File: config.mk
export PLATFORM = sky130hd
export DESIGN_NAME = cvvl_div_cell
export DESIGN_NICKNAME = d
export VERILOG_FILES = /design/src/cvvl_pkg.sv /design/src/cvvl_div_cell.sv
export SDC_FILE = /design/constraint.sdc
export NUM_CORES = 1
export LEC_CHECK = 0
export ABC_CLOCK_PERIOD_IN_PS = 1220
export BUFFER_PORTS_ARGS = -buffer_cell sky130_fd_sc_hd__clkbuf_2
export CELL_PAD_IN_SITES_DETAIL_PLACEMENT = 0
export CELL_PAD_IN_SITES_GLOBAL_PLACEMENT = 1
export CORE_AREA = 2 2 155 157
export DETAILED_ROUTE_END_ITERATION = 6
export DIE_AREA = 0 0 157 159
export PLACE_DENSITY_LB_ADDON = 0.08
export SLEW_MARGIN = 20
export SYNTH_ARGS = -nofsm -noshare
export SYNTH_HDL_FRONTEND = slang
export SYNTH_SLANG_ARGS = --single-unit
File: constraint.sdc
create_clock -name clk -period 1.22 [get_ports clk]
set_input_delay 0.183 -clock clk [delete_from_list [all_inputs] [get_ports clk]]
set_output_delay 0.183 -clock clk [all_outputs]
set_load 0.005 [all_outputs]
File: src/cvvl_pkg.sv
// cvvl_pkg: beat types, widths and constants for the circular voltage vector limiter
// no dependencies
package cvvl_pkg;

    localparam int unsigned RADIUS_GAIN  = 5793;
    localparam int unsigned RADIUS_SHIFT = 13 + 5;
    localparam int unsigned SCALE_SHIFT  = 14;
    localparam int unsigned DUTY_W       = 6;
    localparam logic [DUTY_W-1:0] DUTY_RESET = 6'd32;
    // radius < 2^15*5793*63 >> 18 -> fits 20 bits
    localparam int unsigned RAD_W = 20;
    localparam int unsigned R2_W  = 31;   // vd^2+vq^2 <= 2^31
    localparam int unsigned MAG_W = 16;   // floor_sqrt of r2 fits 16 bits
    localparam int unsigned NUM_W = RAD_W + SCALE_SHIFT;  // dividend width
    localparam int unsigned SQ_STEPS  = 16;  // one root bit per cell
    localparam int unsigned DIV_STEPS = 15;  // scale <= 16384 -> 15 quotient bits
    localparam int unsigned SCL_W = 15;

    typedef struct packed {
        logic signed [15:0] vd_in;
        logic signed [15:0] vq_in;
        logic [14:0]        vdc_bus;
    } in_beat_t;

    typedef struct packed {
        logic signed [15:0] vd_out;
        logic signed [15:0] vq_out;
        logic signed [15:0] vd_excess;
        logic signed [15:0] vq_excess;
        logic               was_limited;
    } out_beat_t;

    // work carried from cell to cell
    typedef struct packed {
        logic               vld;
        logic signed [15:0] vd;
        logic signed [15:0] vq;
        logic               lim;
        logic [RAD_W-1:0]   radius;
        logic [R2_W:0]      rem;    // sqrt remainder
        logic [MAG_W-1:0]   root;   // sqrt partial root
        logic [R2_W:0]      x;      // unconsumed radicand bits
        logic [NUM_W-1:0]   num;    // divide: dividend bits shifted in
        logic [MAG_W:0]     drem;   // divide partial remainder
        logic [SCL_W-1:0]   quo;
    } cell_data_t;

endpackage

File: src/cvvl_div_cell.sv
// cvvl_div_cell: one restoring division step (one quotient bit) per cell
// depends on cvvl_pkg; divisor is the root from the square-root cells
module cvvl_div_cell
    import cvvl_pkg::*;
(
    input  logic       clk,
    input  logic       rst_n,
    input  logic       en,
    input  cell_data_t d,
    output cell_data_t q
);
    cell_data_t                    q_next;
    logic                          vld_reg;
    logic [$bits(cell_data_t)-2:0] body_reg;
    logic [MAG_W:0] trial;
    logic [MAG_W:0] dvs;

    always_comb
    begin
        q_next  = d;
        trial   = {d.drem[MAG_W-1:0], d.num[NUM_W-1]};
        dvs     = {1'b0, d.root};
        q_next.num = {d.num[NUM_W-2:0], 1'b0};
        if (trial >= dvs)
        begin
            q_next.drem = trial - dvs;
            q_next.quo  = {d.quo[SCL_W-2:0], 1'b1};
        end
        else
        begin
            q_next.drem = trial;
            q_next.quo  = {d.quo[SCL_W-2:0], 1'b0};
        end
    end

    always_ff @(posedge clk or negedge rst_n)
    begin
        if (!rst_n)
            vld_reg <= 1'b0;
        else if (en)
            vld_reg <= q_next.vld;
    end

    always_ff @(posedge clk)
    begin
        if (en)
            body_reg <= q_next[$bits(cell_data_t)-2:0];
    end

    assign q = {vld_reg, body_reg};
endmodule

# ---- Word-level counts from Yosys, hierarchy flattened
# Cells that the tools add are included.
dict set report op_classes {
  add_sub_neg 1
  magnitude_cmp 1
  mux 1
}
# operator count
set op_table {}
lappend op_table {{$mux 32} 1}
lappend op_table {{$ge 17x16->1} 1}
lappend op_table {{$sub 17x16->17} 1}
dict set report word_totals {
  register_bits 199
  input_bits 203
  output_inout_bits 200
  elab_cells 5
}

# ---- Depth between registers and ports, before layout
# Gate-level depths: netlist (run 1).
dict set report logic_depth {
  ltp_word 2
  ltp_mapped 10
  depth_no_buf 10
}

# ---- Worst setup path after synthesis (run 1)
# OpenSTA, ideal clock, no wires.
dict set report synth_path {
  path_kind {input port to flip-flop}
  startpoint {input port d[102] (netlist name)}
  endpoint {register body_reg[25], data pin}
  t_arrival_ns 2.044
  required_time_ns 0.960
  slack_ns -1.084
  cell_stages 10
  path_cell_list {inv_1 ha_1 a21o_1 a31oi_1 o21ai_2 a21oi_4 o211ai_2 a21oi_4 buf_12 mux2_4}
}
# element line_no
set synth_rtl {}
lappend synth_rtl {{start, declared} cvvl_div_cell.sv:9} ;# input cell_data_t d,
lappend synth_rtl {{end signal, assigned} cvvl_div_cell.sv:47} ;# body_reg <= q_next[$bits(cell_data_t)-2:0];
lappend synth_rtl {{end, declared} cvvl_div_cell.sv:14} ;# logic [$bits(cell_data_t)-2:0] body_reg;

==> run metrics, run 1 <==
initial antenna violation count 0; number of global-route vias before repair roughly 6000; Setup Viol. Count Final 18; Netlist cell types 37; switch share approximately 25%; met3 Use GR approximately 4.7%; I/O pins 403; syn_nets 560; per-cell routed wire length 16.91 um; fmax ~530 MHz; Mapped Cells 340; Req. time, crit path 1400 ps; slowest library cell on the worst path mux2_4; n_diodes 0; status complete, but fails checks; sequential element share of the synthesized area between 80% and 90%; static leakage roughly 5.7 nW; clk slew on worst S/H paths 90 ps; Internal Power between 10 and 15 mW; total of max-cap violations 0; Num CTS Buffers 17; Die Y about 160 um; final cell count without fillers around 1300; largest net degree at the start of global routing between 60 and 70; unrepaired setup endpoints after global routing yes; Syn Area/Cell just over 20 um2; Area growth syn-to-layout 82.88%; GRT overflow 0; Max FO, Critical Path 6; Cell Area, Synth ~7000 um2; layout cells sized above 1 between 50 and 60%; HPWL Detailed ~17000 um; failing checks negative setup slack; fin crit share 155.6%; CP Cell Sequence clkbuf_16, inv_12, ha_4, a21o_1, a31oi_2, o21ai_4, a21oi_4, o211ai_2, a21oi_4, buf_6, buf_12, mux2_4; HP Start d[101]; Tmin final 1899 ps; pre-CTS setup slack -1262 ps; Clock Tree Buf Depth 2; CTS tree built; first-pass GRT wire length between 30000 and 40000 um; Critical Path AT 2080 ps; grt met1 use 17.91%; cell mode on critical path a21oi_4; Critical R2R Launch vld_reg$_DFFE_PN0P_; crit start category input pin; switching power 4.233 mW; Starting Density a little under a third; CP delay by family, top compound AO/OA/AOI/OAI gates; busiest grt layer met2; routability congestion estimate roughly 0.72; Comb power frac between 10% and 20%; synthesis warning total 0; Power Density 1323 nW/um2; DRT iter0 DRCs 356; GR Util met2 33.69%; crit path from d[102]; worst clock skew 0 ps; nets between 1000 and 1500; total global-route track usage around 18%; DRT Pass-1 Iters 4; via/cell ratio 4.176; post-route setup slack -678.8 ps; CTS Sinks 199; ANT nets after route 0; Post-Route WL roughly 23000 um; Crit. End Element register; Residual DRC 0; clk_lat worst skew around 420 ps; smallest hold slack 30.43 ps; Hold Crit Class in -> reg; Area after DPL around 10000 um2; H-tree depth 4; Yosys reg bits between 150 and 200; Flop pwr share between 40 and 50%; Clk pwr share 34.3%; largest incremental delay on the critical path approximately 290 ps; cell area after layout around 13000 um2; die width around 160 um; Vias between 5000 and 6000; CTS Root Cell clkbuf_16; CP Buf/Inv Count 4; Core Area 23190 um2; Final Hold Fails 0; port bufs approximately 400; Setup CP Type in -> reg; num rows 56; peak supply drop about 0.00079 V; max reg flops 198; placed instance count about 1100; fin. max-slew vios 0; die area between 20000 and 25000 um2
## final cells by class
class | instances | area, um2
inverters | 22 | 97.59
fillers | 1959 | 10270
clock inverters | 14 | 203.9
multi-input cells | 116 | 1324
clock buffers | 18 | 429.2
flip-flops and latches | 199 | 5971
well taps | 319 | 399.1
repair buffers | 655 | 4502
## power by group through the flow
stage / Sequential, mW / Combinational [mW] / Clock [mW]
6_report: 8.34 / 2.89 / 5.87
3_3_place_gp: 8.49 / 2.10 / 0
4_1_cts: 8.34 / 2.78 / 6.03
5_1_grt: 8.40 / 3.11 / 6.30
2_1_floorplan: 8.57 / 0.552 / 0
3_5_place_dp: 8.50 / 2.12 / 0
## cell families (layout without fill, tap and decap cells)
logic type,after synthesis,count (layout),synth area share (%)
other,1,1,0.05306
buffers and inverters,25,709,1.664
AOI/OAI and AO/OA,44,44,4.532
and+or+nand+nor,25,25,1.699
xor gates and xnor gates,13,13,1.611
muxes,16,16,2.850
adders and majority gates,17,17,3.116
DFF,199,199,84.48
## stage by stage
| stage | util (%) | total power, mW | setup TNS (ps) |
|---|---|---|---|
| 3_3_place_gp | 43.11 | 10.59 | -19740 |
| 2_1_floorplan | - | 9.126 | -15770 |
| 3_5_place_dp | 43.11 | 10.62 | -19960 |
| 4_1_cts | 54.64 | 17.15 | -11090 |
| 6_report | 55.73 | 17.10 | -11290 |
| 5_1_grt | 55.73 | 17.82 | -12090 |
## layout by cell type (no fill, tap or decap), types with 2 or more instances in the layout
| cell | n |
|---|---|
| mux2_4 | 14 |
| o21ai_0 | 3 |
| nor2_2 | 2 |
| clkbuf_16 | 18 |
| o21ai_2 | 2 |
| and3_2 | 2 |
| a21oi_2 | 4 |
| a21o_2 | 4 |
| a21oi_4 | 3 |
| a21oi_1 | 5 |
| xnor2_1 | 8 |
| ha_4 | 11 |
| nor2_1 | 4 |
| o21a_1 | 4 |
| inv_2 | 3 |
| ha_1 | 4 |
| edfxtp_1 | 198 |
| buf_12 | 5 |
| o21ai_4 | 2 |
| nand2_1 | 7 |
| a21o_1 | 5 |
| xor2_1 | 5 |
| inv_1 | 17 |
| buf_4 | 64 |
| clkinv_8 | 7 |
| inv_6 | 5 |
| buf_6 | 7 |
| a31oi_2 | 3 |
| dlygate4sd3_1 | 181 |
| inv_12 | 2 |
| clkbuf_2 | 395 |
## routing by layer
layer	routed length, um	up-vias
li1	-	2656
met3	1515	34
met4	661	0
met1	8095	2696
met2	12430	222
met5	0	-
## what timing repair did
action	in CTS	in global routing
hold buffers	181	0
endpoints found under the setup margin	19	19
resized for setup	33	39
cloned	1	0
buffers inserted	6	8
pin swaps	13	16
endpoints found under the hold margin	181	0
## path summary, 6_finish.rpt
path / to / slack [ps] / cells past startpoint
setup reg to reg: vld_reg$_DFFE_PN0P_ / 480 / 1
min in group asynchronous: vld_reg$_DFFE_PN0P_ / 60 / 2
max in group asynchronous: vld_reg$_DFFE_PN0P_ / 1070 / 2
hold reg to reg: vld_reg$_DFFE_PN0P_ / 520 / 1
hold / removal: body_reg[101]$_DFFE_PP_ / 30 / 2
setup / recovery: body_reg[22]$_DFFE_PP_ / -680 / 12
## Yosys cell counts
library cell	n	share of area, %
a211o_1	1	0.12
a211oi_1	1	0.11
a21o_1	5	0.53
a21o_2	4	0.50
a21oi_1	10	0.71
a21oi_4	2	0.46
a221oi_1	1	0.12
a31oi_1	3	0.27
and3_1	2	0.18
and3_2	2	0.21
buf_12	1	0.28
buf_4	2	0.21
conb_1	1	0.053
dfrtp_1	1	0.35
edfxtp_1	198	84
fa_1	1	0.28
ha_1	16	2.8
inv_1	22	1.2
mux2_2	9	1.4
mux2_4	6	1.3
mux2i_1	1	0.14
nand2_1	8	0.42
nand3_1	2	0.14
nand4_1	1	0.089
nand4b_1	1	0.12
nor2_1	7	0.37
nor2b_1	1	0.089
nor3_1	1	0.071
o2111ai_1	1	0.12
o211ai_2	1	0.18
o21a_1	4	0.42
o21ai_0	7	0.50
o21ai_2	1	0.12
o2bb2ai_1	2	0.25
o41ai_1	1	0.12
xnor2_1	8	0.99
xor2_1	5	0.62
Note: power is estimated with default switching activity, not from simulation.
==> run 2: changes to the inputs <==
--- a/config.mk
+++ b/config.mk
@@ -7,7 +7,7 @@
 export LEC_CHECK = 0
 export ABC_CLOCK_PERIOD_IN_PS = 1220
 export BUFFER_PORTS_ARGS = -buffer_cell sky130_fd_sc_hd__clkbuf_2
-export CELL_PAD_IN_SITES_DETAIL_PLACEMENT = 0
+export CELL_PAD_IN_SITES_DETAIL_PLACEMENT = 1
 export CELL_PAD_IN_SITES_GLOBAL_PLACEMENT = 1
 export CORE_AREA = 2 2 155 157
 export DETAILED_ROUTE_END_ITERATION = 6
==> run 2 against run 1 <==
Compared with the run above: the run still ends with negative setup slack left; register-to-register slack hardly changed; setup slack better by 12 ps; clock skew stayed put; core utilization is 0.80 points lower; critical path type unchanged.
==> run metrics, run 2 (synthesis results as in run 1) <==
Num CTS Buffers 17; max reg flops approximately 200; r2r endpoint vld_reg$_DFFE_PN0P_; failing checks negative setup slack; HPWL Detailed ~18000 um; I/O pins approximately 400; per-cell routed wire length between 15 and 20 um; Starting Density a little under a third; Setup Viol. Count Final 18; Critical Path AT around 2100 ps; total global-route track usage about a fifth; worst clock skew 0 ps; Power Density about 1300 nW/um2; CTS Root Cell clkbuf_16; via/cell ratio roughly 4.3; clk_lat worst skew 430 ps; status complete, but fails checks; unrepaired setup endpoints after global routing yes; fin. max-slew vios 0; Req. time, crit path ~1400 ps; ANT nets after route 0; routability congestion estimate 0.7170; pre-CTS setup slack -1252 ps; CP Capture Point body_reg[18]$_DFFE_PP_; Final Hold Fails 0; static leakage 5.638 nW; smallest hold slack around 28 ps; crit path from d[102]; die width approximately 160 um; DRT iter0 DRCs 251; number of global-route vias before repair about 6500; CTS Sinks between 150 and 200; die area between 20000 and 25000 um2; GRT overflow 0; hold path cells 2; Hold Crit Class in -> reg; Clock Tree Buf Depth 2; Filler cells 2391; nets 1225; Die Y around 160 um; H-tree depth 4; layout cells sized above 1 between 50% and 60%; reg2reg setup slack 480 ps; port bufs between 300 and 400; Crit. End Element register; Critical R2R Launch vld_reg$_DFFE_PN0P_; commonest non-fill, non-tap cell in the layout clkbuf_2; post-route setup slack -666.5 ps; largest net degree at the start of global routing 66; n_diodes 0; CTS tree built; num rows 56; Area growth syn-to-layout 80.24%; first-pass GRT wire length about 38000 um; Max FO, Critical Path 6; total of max-cap violations 0; crit start category input pin; Residual DRC 0; Core Area approximately 23000 um2; fin crit share 154.6%; clk slew on worst S/H paths around 80 ps; commonest non-fill, non-tap cells in the layout clkbuf_2, edfxtp_1, dlygate4sd3_1; Tmin final between 1500 and 2000 ps; worst reg2reg path depth 1; total negative slack -10830 ps; initial antenna violation count 1; peak supply drop 0.0008217 V; Vias a little under 6000; DRT Pass-1 Iters 4; Setup CP Type in -> reg; fmax ~530 MHz; Post-Route WL between 20000 and 30000 um
==> run 2: cell types whose count changed in the layout (fill, tap and decap cells not counted), moves of 3 or more <==
cell	delta
buf_4	-6
ha_4	-5
inv_6	-5
clkinv_4	+4
ha_1	+4
inv_8	+4
clkinv_8	-3
==> run 2: how the worst min path moves through the flow <==
stage	end	slack, ps	from
after floorplan	vld_reg$_DFFE_PN0P_	-110	rst_n
after global placement	vld_reg$_DFFE_PN0P_	-40	rst_n
after detailed placement	vld_reg$_DFFE_PN0P_	-40	rst_n
after CTS	body_reg[101]$_DFFE_PP_	7	d[101]
after global routing	body_reg[101]$_DFFE_PP_	10	d[101]
final	body_reg[101]$_DFFE_PP_	30	d[101]
==> run 2: stage by stage <==
| stage | power, mW | instances | util [%] | cell area (um2) |
|---|---|---|---|---|
| after detailed placement | 10.66 | 1116 | 43.11 | 9998 |
| after floorplan | 9.126 | 340 | - | 7121 |
| after global routing | 17.65 | 1336 | 54.93 | 12740 |
| after CTS | 17.03 | 1335 | 54.42 | 12620 |
| final | 16.98 | 1336 | 54.93 | 12740 |
| after global placement | 10.59 | 1116 | 43.11 | 9998 |
==> run 2: layer usage <==
metal  global-route usage [%]  part of all wire [%]
met5                        0                 0.065
met4                    10.13                   4.1
met3                    5.008                   6.4
met2                    39.91                    56
met1                    19.94                    33
==> run 2: layout make-up <==
type,instances,area (um2),area share [%]
Clock buffer,17,425.4,3.339
Inverter,22,97.59,0.7661
Timing Repair Buffer,649,4457,34.98
Tap cell,319,399.1,3.133
Clock inverter,14,182.7,1.434
Multi-Input combinational cell,116,1207,9.478
Sequential cell,199,5971,46.87
==> run 2: critical path: stages <==
cell,delay [ps]
clkbuf_16,130
inv_12,40
ha_4,190
a21o_1,210
a31oi_1,180
o21ai_2,120
a21oi_4,150
o211ai_2,110
a21oi_4,190
buf_6,130
buf_12,120
mux2_4,300
==> run 2: what timing repair did <==
action,4_1_cts,5_1_grt
endpoints found under the hold margin,181,0
setup endpoints to repair,18,19
setup buffers,6,2
pin swaps,11,9
gates cloned,1,0
gates resized for setup,31,25
hold buffers,181,0
==> run 2: report_power, final <==
group / switching (mW) / total [mW] / internal [mW] / leakage [nW]
Combinational: 1.23 / 2.85 / 1.62 / 3.40
Clock: 2.80 / 5.74 / 2.94 / 0.292
Sequential: 0.188 / 8.38 / 8.19 / 1.95
