### src/cvvl_pkg.sv
// cvvl_pkg: beat types, widths and constants for the circular voltage vector limiter
// no dependencies
package cvvl_pkg;

    localparam int unsigned RADIUS_GAIN  = 5793;
    localparam int unsigned RADIUS_SHIFT = 13 + 5;
    localparam int unsigned SCALE_SHIFT  = 14;
    localparam int unsigned DUTY_W       = 6;
    localparam logic [DUTY_W-1:0] DUTY_RESET = 6'd32;
    // radius < 2^15*5793*63 >> 18 -> fits 20 bits
    localparam int unsigned RAD_W = 20;
    localparam int unsigned R2_W  = 31;   // vd^2+vq^2 <= 2^31
    localparam int unsigned MAG_W = 16;   // floor_sqrt of r2 fits 16 bits
    localparam int unsigned NUM_W = RAD_W + SCALE_SHIFT;  // dividend width
    localparam int unsigned SQ_STEPS  = 16;  // one root bit per cell
    localparam int unsigned DIV_STEPS = 15;  // scale <= 16384 -> 15 quotient bits
    localparam int unsigned SCL_W = 15;

    typedef struct packed {
        logic signed [15:0] vd_in;
        logic signed [15:0] vq_in;
        logic [14:0]        vdc_bus;
    } in_beat_t;

    typedef struct packed {
        logic signed [15:0] vd_out;
        logic signed [15:0] vq_out;
        logic signed [15:0] vd_excess;
        logic signed [15:0] vq_excess;
        logic               was_limited;
    } out_beat_t;

    // work carried from cell to cell
    typedef struct packed {
        logic               vld;
        logic signed [15:0] vd;
        logic signed [15:0] vq;
        logic               lim;
        logic [RAD_W-1:0]   radius;
        logic [R2_W:0]      rem;    // sqrt remainder
        logic [MAG_W-1:0]   root;   // sqrt partial root
        logic [R2_W:0]      x;      // unconsumed radicand bits
        logic [NUM_W-1:0]   num;    // divide: dividend bits shifted in
        logic [MAG_W:0]     drem;   // divide partial remainder
        logic [SCL_W-1:0]   quo;
    } cell_data_t;

endpackage

### src/cvvl_sqrt_cell.sv
// cvvl_sqrt_cell: one restoring square-root step (one root bit) per cell
// depends on cvvl_pkg
module cvvl_sqrt_cell
    import cvvl_pkg::*;
(
    input  logic       clk,
    input  logic       rst_n,
    input  logic       en,
    input  cell_data_t d,
    output cell_data_t q
);
    cell_data_t                    q_next;
    logic                          vld_reg;
    logic [$bits(cell_data_t)-2:0] body_reg;
    logic [R2_W:0]    trial_rem;
    logic [R2_W:0]    trial;

    always_comb
    begin
        q_next    = d;
        trial_rem = {d.rem[R2_W-2:0], d.x[R2_W:R2_W-1]};
        trial     = {{(R2_W-MAG_W-1){1'b0}}, d.root, 2'b01};
        q_next.x  = {d.x[R2_W-2:0], 2'b00};
        if (trial_rem >= trial)
        begin
            q_next.rem  = trial_rem - trial;
            q_next.root = {d.root[MAG_W-2:0], 1'b1};
        end
        else
        begin
            q_next.rem  = trial_rem;
            q_next.root = {d.root[MAG_W-2:0], 1'b0};
        end
    end

    always_ff @(posedge clk or negedge rst_n)
    begin
        if (!rst_n)
            vld_reg <= 1'b0;
        else if (en)
            vld_reg <= q_next.vld;
    end

    always_ff @(posedge clk)
    begin
        if (en)
            body_reg <= q_next[$bits(cell_data_t)-2:0];
    end

    assign q = {vld_reg, body_reg};
endmodule

### config.mk
export PLATFORM = sky130hd
export DESIGN_NAME = cvvl_sqrt_cell
export DESIGN_NICKNAME = d
export VERILOG_FILES = /design/src/cvvl_pkg.sv /design/src/cvvl_sqrt_cell.sv
export SDC_FILE = /design/constraint.sdc
export NUM_CORES = 1
export LEC_CHECK = 0
export ABC_AREA = 1
export BUFFER_PORTS_ARGS = -buffer_cell sky130_fd_sc_hd__buf_2
export CAP_MARGIN = 20
export CORE_AREA = 3 3 155 157
export CTS_CLUSTER_DIAMETER = 50
export DETAILED_ROUTE_END_ITERATION = 8
export DIE_AREA = 0 0 158 160
export MAX_ROUTING_LAYER = met4
export PLACE_DENSITY_LB_ADDON = 0.25
export SLEW_MARGIN = 10
export SYNTH_ARGS = -nofsm -noshare
export SYNTH_HDL_FRONTEND = slang
export SYNTH_SLANG_ARGS = --single-unit
### constraint.sdc
create_clock -name clk -period 0.9 [get_ports clk]
set_input_delay 0.225 -clock clk [delete_from_list [all_inputs] [get_ports clk]]
set_output_delay 0.225 -clock clk [all_outputs]
set_load 0.02 [all_outputs]
; ---- Yosys cells after proc, flatten, opt, wreduce, memory -nomap -nowiden
; Index checks and enable logic that the tools add are counted.
[totals]
input_bits = 203
elab_cells = 5
output_inout_bits = 200
regBits = 198
[op_classes]
n_lt_le_gt_ge = 1
n_addsub = 1
muxes = 1
[op_table]
columns = cell, count
row1 = two-way mux 48 bit, 1
row2 = >= comparator 32 x 18 -> 1 bit, 1
row3 = subtractor 32 x 18 -> 32 bit, 1

; ---- Depth between registers and ports, before layout
; Gate-level depths: netlist of run 1.
[depth]
word_depth = 2
mapped_depth = 14

; ---- Worst setup path after synthesis of run 1
; Ideal clock, no wire load.
[synth_path]
path_kind = input port to flip-flop
start = in d[110] in the netlist's numbering
end = reg body_reg[134], data pin
required_ns = 0.645
path_stages = 12
arrival_ns = 1.565
setup_slack_ns = -0.920
path_buffers = 2
path_cell_list = inv_1 ha_1 nand2_2 inv_1 a21oi_1 nand2_1 nand2_1 nand4_2 inv_2 buf_6 buf_6 a21oi_2
[synth_rtl]
columns = element, line_no
row1 = "start, declared", cvvl_sqrt_cell.sv:9  ; input cell_data_t d,
row2 = "end signal, assigned", cvvl_sqrt_cell.sv:47  ; body_reg <= q_next[$bits(cell_data_t)-2:0];
row3 = "end, declared", cvvl_sqrt_cell.sv:14  ; logic [$bits(cell_data_t)-2:0] body_reg;

==> results.tsv, run 1 <==
stage	metric	value	unit
status	run_status	complete, but fails checks	
status	violations	setup timing	
timing	setup_violations	232	
setup_path	crit_fanout	6	
clock_tree	cts-root-buf	clkbuf_16	
setup_path	critPathKind	in2reg	
placed_design	dp.cells	1461	
power_and_ir_drop	power	25500	µW
logic_synthesis	yosys_warnings	0	
route	routed_via_density	4.64	
setup_path	crit_path_cell_trace	buf_8, ha_4, nand2_4, nor2_4, nand2_4, nor2_4, a21oi_2, nand4_4, inv_4, clkbuf_16, nand2_1, nand2_1	
timing	finalMaxSlewViolations	0	
clock_tree	cts_tree	done	
timing	fin_ws	-0.515	ns
timing	finalSetupTns	-76.23	ns
route	vias	7748	
timing	fin_crit_sh	157	%
global_route	overflow	0	
floorplan	die_x	158	µm
power_and_ir_drop	p_per_area	1640	nW/µm²
cells_and_area	largest_register_ffs	197	
cells_and_area	nFillCells	1573	
setup_path	cp-start-kind	input port	
route	drc	0	
cells_and_area	utilization	68.9	%
hold_path	holdCritPathClass	in2reg	
cells_and_area	multi_input_area	2360	µm²
placed_design	dp_hpwl	22100	µm
route	drt_iter0_markers	446	
global_route	grt_max_degree	49	
logic_synthesis	synthCells	687	
setup_path	end_kind	flip-flop	
floorplan	io_pins	403	
clock_tree	clkTransAtPathRegs	0.08	ns
setup_path	arrival	1.60	ns
setup_path	crit_family	simple AND/OR/NAND/NOR gates	
logic_synthesis	syn_area_per_cell	12.0	µm²
logic_synthesis	yosysSeqAreaShare	72.2	%
job	maxCapViolCount	0	
cells_and_area	stdcell_area	15600	µm²
logic_synthesis	ys_types	26	
cells_and_area	final_nets	1589	
placed_design	place.gp.congestion	0.878	
power_and_ir_drop	vdd_ir_drop_max	1.20	mV
cells_and_area	drive_gt1_share	49.2	%
floorplan	initial_utilization	36.4	%
route	post_drt_wl_per_cell	20.3	µm
placed_design	place_area	11600	µm²
power_and_ir_drop	power_leakage	0.00705	µW
route	antenna_left	0	
floorplan	dieArea	25300	µm²
clock_tree	cts_sinks	198	
setup_path	path_buf_inv	3	
route	dr.pass1.iters	4	
timing	fmax	0.707	GHz
floorplan	core_area	22600	µm²
global_route	gr-usage-all-layers	25.4	%
setup_path	cpPeakStageDelay	0.29	ns
clock_tree	clk_path_buf_depth	2	
logic_synthesis	synth_seq_cells	198	
cells_and_area	layout.area.seq	5940	µm²
global_route	antenna_found_initial	3	
timing	hold_viol	0	
floorplan	die_y	160	µm
timing	rsz0062_at_grt	yes	
logic_synthesis	synth.cell_area	8230	µm²
clock_tree	h-tree-depth	4	
floorplan	fp-row-count	55	
route	wirelength	34000	µm
placed_design	port_buffers	398	
clock_tree	clock_latency	0.44	ns
global_route	grt_pass1_wl	46600	µm
cells_and_area	stdcell_count	1669	
global_route	grt_pass1_vias	7938	
cells_and_area	area_delta_synth_final	89.4	%
timing	skew	0	ns
setup_path	slowest_stage	ha_4	
clock_tree	numCtsBuffers	17	
setup_path	required	1.09	ns
timing	post-route-min-period	1.42	ns
## cells in the mapped netlist
cell	count	area [µm²]
a21boi_0	1	7.51
a21oi_1	18	90.1
a21oi_2	10	87.6
buf_2	3	15.0
buf_4	3	22.5
buf_6	2	22.5
conb_1	1	3.75
dfrtp_1	1	25.0
edfxtp_1	197	5920
ha_1	18	225
inv_1	106	398
inv_2	6	22.5
mux2_2	1	11.3
nand2_1	205	769
nand2_2	9	56.3
nand3_1	30	150
nand3b_1	1	7.51
nand4_2	1	12.5
nor2_1	42	158
nor2_2	3	18.8
nor2_4	2	22.5
nor3_1	4	20.0
o21ai_0	6	30.0
o21ai_1	1	5.00
or2_2	2	12.5
xor2_1	14	123
## metrics by stage
stage,setup WS (ns),hold slack (ns)
detailed placement,-1.03,0.00473
finish,-0.515,0.0232
CTS,-0.451,0.000808
floorplan,-0.754,-0.0706
global placement,-1.04,0.00728
global route,-0.562,0.00398
## placed cells by master (no fill, tap or decap), types with 14 or more instances in the layout
| cell | netlist | final |
|---|---|---|
| a21oi_2 | 10 | 19 |
| buf_2 | 3 | 196 |
| buf_4 | 3 | 93 |
| buf_6 | 2 | 198 |
| clkbuf_16 | 0 | 18 |
| dlygate4sd3_1 | 0 | 164 |
| edfxtp_1 | 197 | 197 |
| ha_4 | 0 | 17 |
| inv_1 | 106 | 85 |
| inv_2 | 6 | 19 |
| nand2_1 | 205 | 162 |
| nand2_2 | 9 | 38 |
| nand2_4 | 0 | 14 |
| nand3_1 | 30 | 26 |
| nor2_1 | 42 | 32 |
| xor2_1 | 14 | 14 |
## where the power goes
part           leakage (µW)  total [µW]  internal (µW)  switching [µW]
logic               0.00482        6290           3130            3150
registers           0.00194       11500          11100             413
clock network      0.000291        7730           3770            3960
total               0.00705       25500          18000            7520
## kinds of logic (layout without fill, tap and decap cells)
group	Yosys count	in the layout	synth area share [%]
xor+xnor	14	14	1.49
simple gates	299	299	14.9
buf+inv	120	813	5.84
mux	1	1	0.137
fa+ha+maj	18	18	2.74
flops	198	198	72.2
other cells	1	5	0.0456
compound gates	36	36	2.68
## routing by layer
| layer | global-route usage (%) | vias up | wire (µm) | share of wire [%] |
|---|---|---|---|---|
| li1 | - | 3633 | - | - |
| met3 | 5.18 | 92 | 2040 | 6.0 |
| met1 | 28.8 | 3686 | 12400 | 37 |
| met5 | - | - | 0 | 0 |
| met4 | 12.1 | 0 | 1830 | 5.4 |
| met2 | 42.8 | 337 | 17700 | 52 |
## final timing paths
| check | start | end | slack [ns] | cells after the start |
|---|---|---|---|---|
| worst max-delay path | d[124] | body_reg[125]$_DFFE_PP_ | -0.52 | 12 |
| worst max register to register | vld_reg$_DFFE_PN0P_ | vld_reg$_DFFE_PN0P_ | 0 | 2 |
| min in group asynchronous | rst_n | vld_reg$_DFFE_PN0P_ | 0.09 | 2 |
| worst min register to register | vld_reg$_DFFE_PN0P_ | vld_reg$_DFFE_PN0P_ | 0.67 | 2 |
| worst min-delay path | d[56] | body_reg[56]$_DFFE_PP_ | 0.02 | 1 |
| max in group asynchronous | rst_n | vld_reg$_DFFE_PN0P_ | 0.72 | 2 |
## layout make-up
cell class | instances | area share [%]
antenna | 3 | 0.0482
clock buffer | 18 | 2.75
clock inverter | 14 | 1.14
inverter | 112 | 2.82
multi-input combinational | 370 | 15.2
sequential | 198 | 38.1
tap | 285 | 2.29
timing repair buffer | 669 | 37.7
## repair_timing
action	in CTS	in global routing
gates resized for setup	309	201
hold buffers	164	0
pin swaps	33	11
cloned	0	1
endpoints found under the setup margin	231	232
endpoints found under the hold margin	164	0
buffers inserted	7	1
(Power assumes the default switching activity.)
==> inputs of run 2 (changes only) <==
--- a/config.mk
+++ b/config.mk
@@ -8,10 +8,11 @@
 export ABC_AREA = 1
 export BUFFER_PORTS_ARGS = -buffer_cell sky130_fd_sc_hd__buf_2
 export CAP_MARGIN = 20
-export CORE_AREA = 3 3 155 157
+export CORE_AREA = 3 3 156 158
+export CTS_BUF_LIST = sky130_fd_sc_hd__clkbuf_8
 export CTS_CLUSTER_DIAMETER = 50
 export DETAILED_ROUTE_END_ITERATION = 8
-export DIE_AREA = 0 0 158 160
+export DIE_AREA = 0 0 159 161
 export MAX_ROUTING_LAYER = met4
 export PLACE_DENSITY_LB_ADDON = 0.25
 export SLEW_MARGIN = 10
==> constraint.sdc (replaced) <==
create_clock -name clk -period 1.4 [get_ports clk]
set_input_delay 0.35 -clock clk [delete_from_list [all_inputs] [get_ports clk]]
set_output_delay 0.35 -clock clk [all_outputs]
set_load 0.02 [all_outputs]
==> results.tsv, run 2 (synthesized netlist as in run 1, its figures left out) <==
stage	metric	value	unit
status	violations	setup timing	
clock_tree	clock_latency	0.46	ns
power_and_ir_drop	p_per_area	1070	nW/µm²
hold_path	hold_start	d[52]	
global_route	gr-usage-all-layers	21.4	%
power_and_ir_drop	power_frac_clock	25.9	%
power_and_ir_drop	power_leakage	0.00619	µW
setup_path	crit_family	buffers and inverters	
route	vias	6843	
global_route	overflow	0	
timing	finalMaxSlewViolations	0	
timing	setup_violations	47	
timing	skew	0	ns
cells_and_area	final_nets	1420	
setup_path	critPathKind	in2reg	
setup_path	path_buf_inv	6	
cells_and_area	area_delta_synth_final	65.2	%
floorplan	dieArea	25600	µm²
clock_tree	numCtsBuffers	17	
cells_and_area	stdcell_area	13600	µm²
placed_design	place.gp.congestion	0.869	
cells_and_area	layout_common_cells	228 x buf_2, 197 x edfxtp_1, 166 x buf_6	
setup_path	path_depth	14	
job	maxCapViolCount	0	
cells_and_area	largest_register_ffs	197	
cells_and_area	drive_gt1_share	57.0	%
timing	fmax	0.649	GHz
power_and_ir_drop	vdd_ir_drop_max	0.488	mV
clock_tree	cts_sinks	198	
floorplan	die_y	161	µm
status	run_status	complete, but fails checks	
cells_and_area	stdcell_count	1535	
setup_path	cp_common_cell	buf_4	
global_route	grt_pass1_wl	40100	µm
global_route	antenna_found_initial	5	
route	wirelength	28200	µm
setup_path	arrival	1.79	ns
placed_design	dp_hpwl	21800	µm
clock_tree	cts-root-buf	clkbuf_8	
cells_and_area	utilization	58.4	%
setup_path	r2r-end	vld_reg$_DFFE_PN0P_	
setup_path	crit_fanout	4	
route	antenna_left	0	
clock_tree	h-tree-depth	4	
clock_tree	clkTransAtPathRegs	0.13	ns
placed_design	port_buffers	398	
setup_path	end_kind	flip-flop	
setup_path	cp-start-kind	input port	
placed_design	dp_slack	-0.704	ns
setup_path	ff2ff_setup_slack	0.63	ns
power_and_ir_drop	combPwrFrac	23.8	%
timing	fin_crit_sh	110	%
floorplan	io_pins	403	
setup_path	crit_path_cell_trace	buf_6, ha_4, nand2_4, inv_2, nand2_4, inv_2, nand2_2, nor2_2, nand2_2, buf_4, buf_4, buf_4, nand3_1, a21oi_2	
power_and_ir_drop	p_int	10100	µW
setup_path	crit_end	body_reg[138]$_DFFE_PP_	
cells_and_area	mostFrequentLayoutCell	buf_2	
hold_path	holdCritPathClass	in2reg	
placed_design	place_area	11600	µm²
setup_path	crit_start	d[129]	
setup_path	ff2ff_path_depth	1	
floorplan	initial_utilization	35.4	%
timing	finalSetupTns	-2.79	ns
route	post_drt_wl_per_cell	18.3	µm
floorplan	core_area	23300	µm²
floorplan	die_x	159	µm
timing	fin_ws	-0.142	ns
floorplan	fp-row-count	56	
timing	hold_viol	0	
clock_tree	cts_tree	done	
route	dr.pass1.iters	5	
power_and_ir_drop	switchingPower	4470	µW
timing	rsz0062_at_grt	yes	
placed_design	dp.cells	1487	
global_route	grt_max_degree	62	
route	drc	0	
setup_path	cpPeakStageDelay	0.30	ns
setup_path	slowest_stage	ha_4	
power_and_ir_drop	swShare	30.6	%
route	drt_iter0_markers	419	
clock_tree	clk_path_buf_depth	2	
route	routed_via_density	4.46	
setup_path	reg2reg_from	vld_reg$_DFFE_PN0P_	
global_route	grt_pass1_vias	6925	
timing	post-route-min-period	1.54	ns
power_and_ir_drop	seq_power_share	50.3	%
setup_path	required	1.65	ns
-- run 2: per-stage QoR --
stage	hold WS [ns]	power [µW]
after floorplan	0.0544	8770
after global placement	0.125	10200
after detailed placement	0.126	10200
after CTS	0.00832	14300
after global routing	0.00188	15200
final	0.0403	14600
-- run 2: how the worst min path moves through the flow --
stage	slack, ns	end	cells after the start
2_1_floorplan	0.05	vld_reg$_DFFE_PN0P_	0
3_3_place_gp	0.13	vld_reg$_DFFE_PN0P_	1
3_5_place_dp	0.13	vld_reg$_DFFE_PN0P_	1
4_1_cts	0.008	body_reg[79]$_DFFE_PP_	1
5_1_grt	0.002	body_reg[31]$_DFFE_PP_	1
6_report	0.04	body_reg[52]$_DFFE_PP_	1
-- run 2: repair_timing --
| action | in CTS | in global routing |
|---|---|---|
| pin swaps | 24 | 14 |
| gates resized for setup | 238 | 235 |
| hold endpoints to repair | 1 | 1 |
| gates cloned | 1 | 0 |
| setup buffers | 6 | 4 |
| hold buffers | 1 | 1 |
| setup endpoints to repair | 120 | 210 |
-- run 2: power groups by stage --
stage                     Clock (µW)  Sequential [µW]  Combinational [µW]
after CTS                       3890             7280                3180
after global routing            4130             7390                3690
after detailed placement           0             7370                2850
after global placement             0             7360                2830
after floorplan                    0             8050                 719
final                           3770             7330                3480
-- run 2: area by class of cell --
type	instances	area [µm²]
Clock inverter	15	174
Timing Repair Buffer	500	4000
Sequential cell	198	5940
Antenna cell	4	10.0
Tap cell	319	399
Inverter	112	438
Clock buffer	17	234
Multi-Input combinational cell	370	2400
Fill cell	1978	9670
-- run 2: routing by layer --
layer / GRT usage (%) / vias up / share of wire, %
met2: 37.8 / 263 / 53
met5: - / - / 0
met1: 23.6 / 3241 / 37
met3: 5.67 / 51 / 6.1
li1: - / 3288 / -
met4: 7.32 / 0 / 4.0
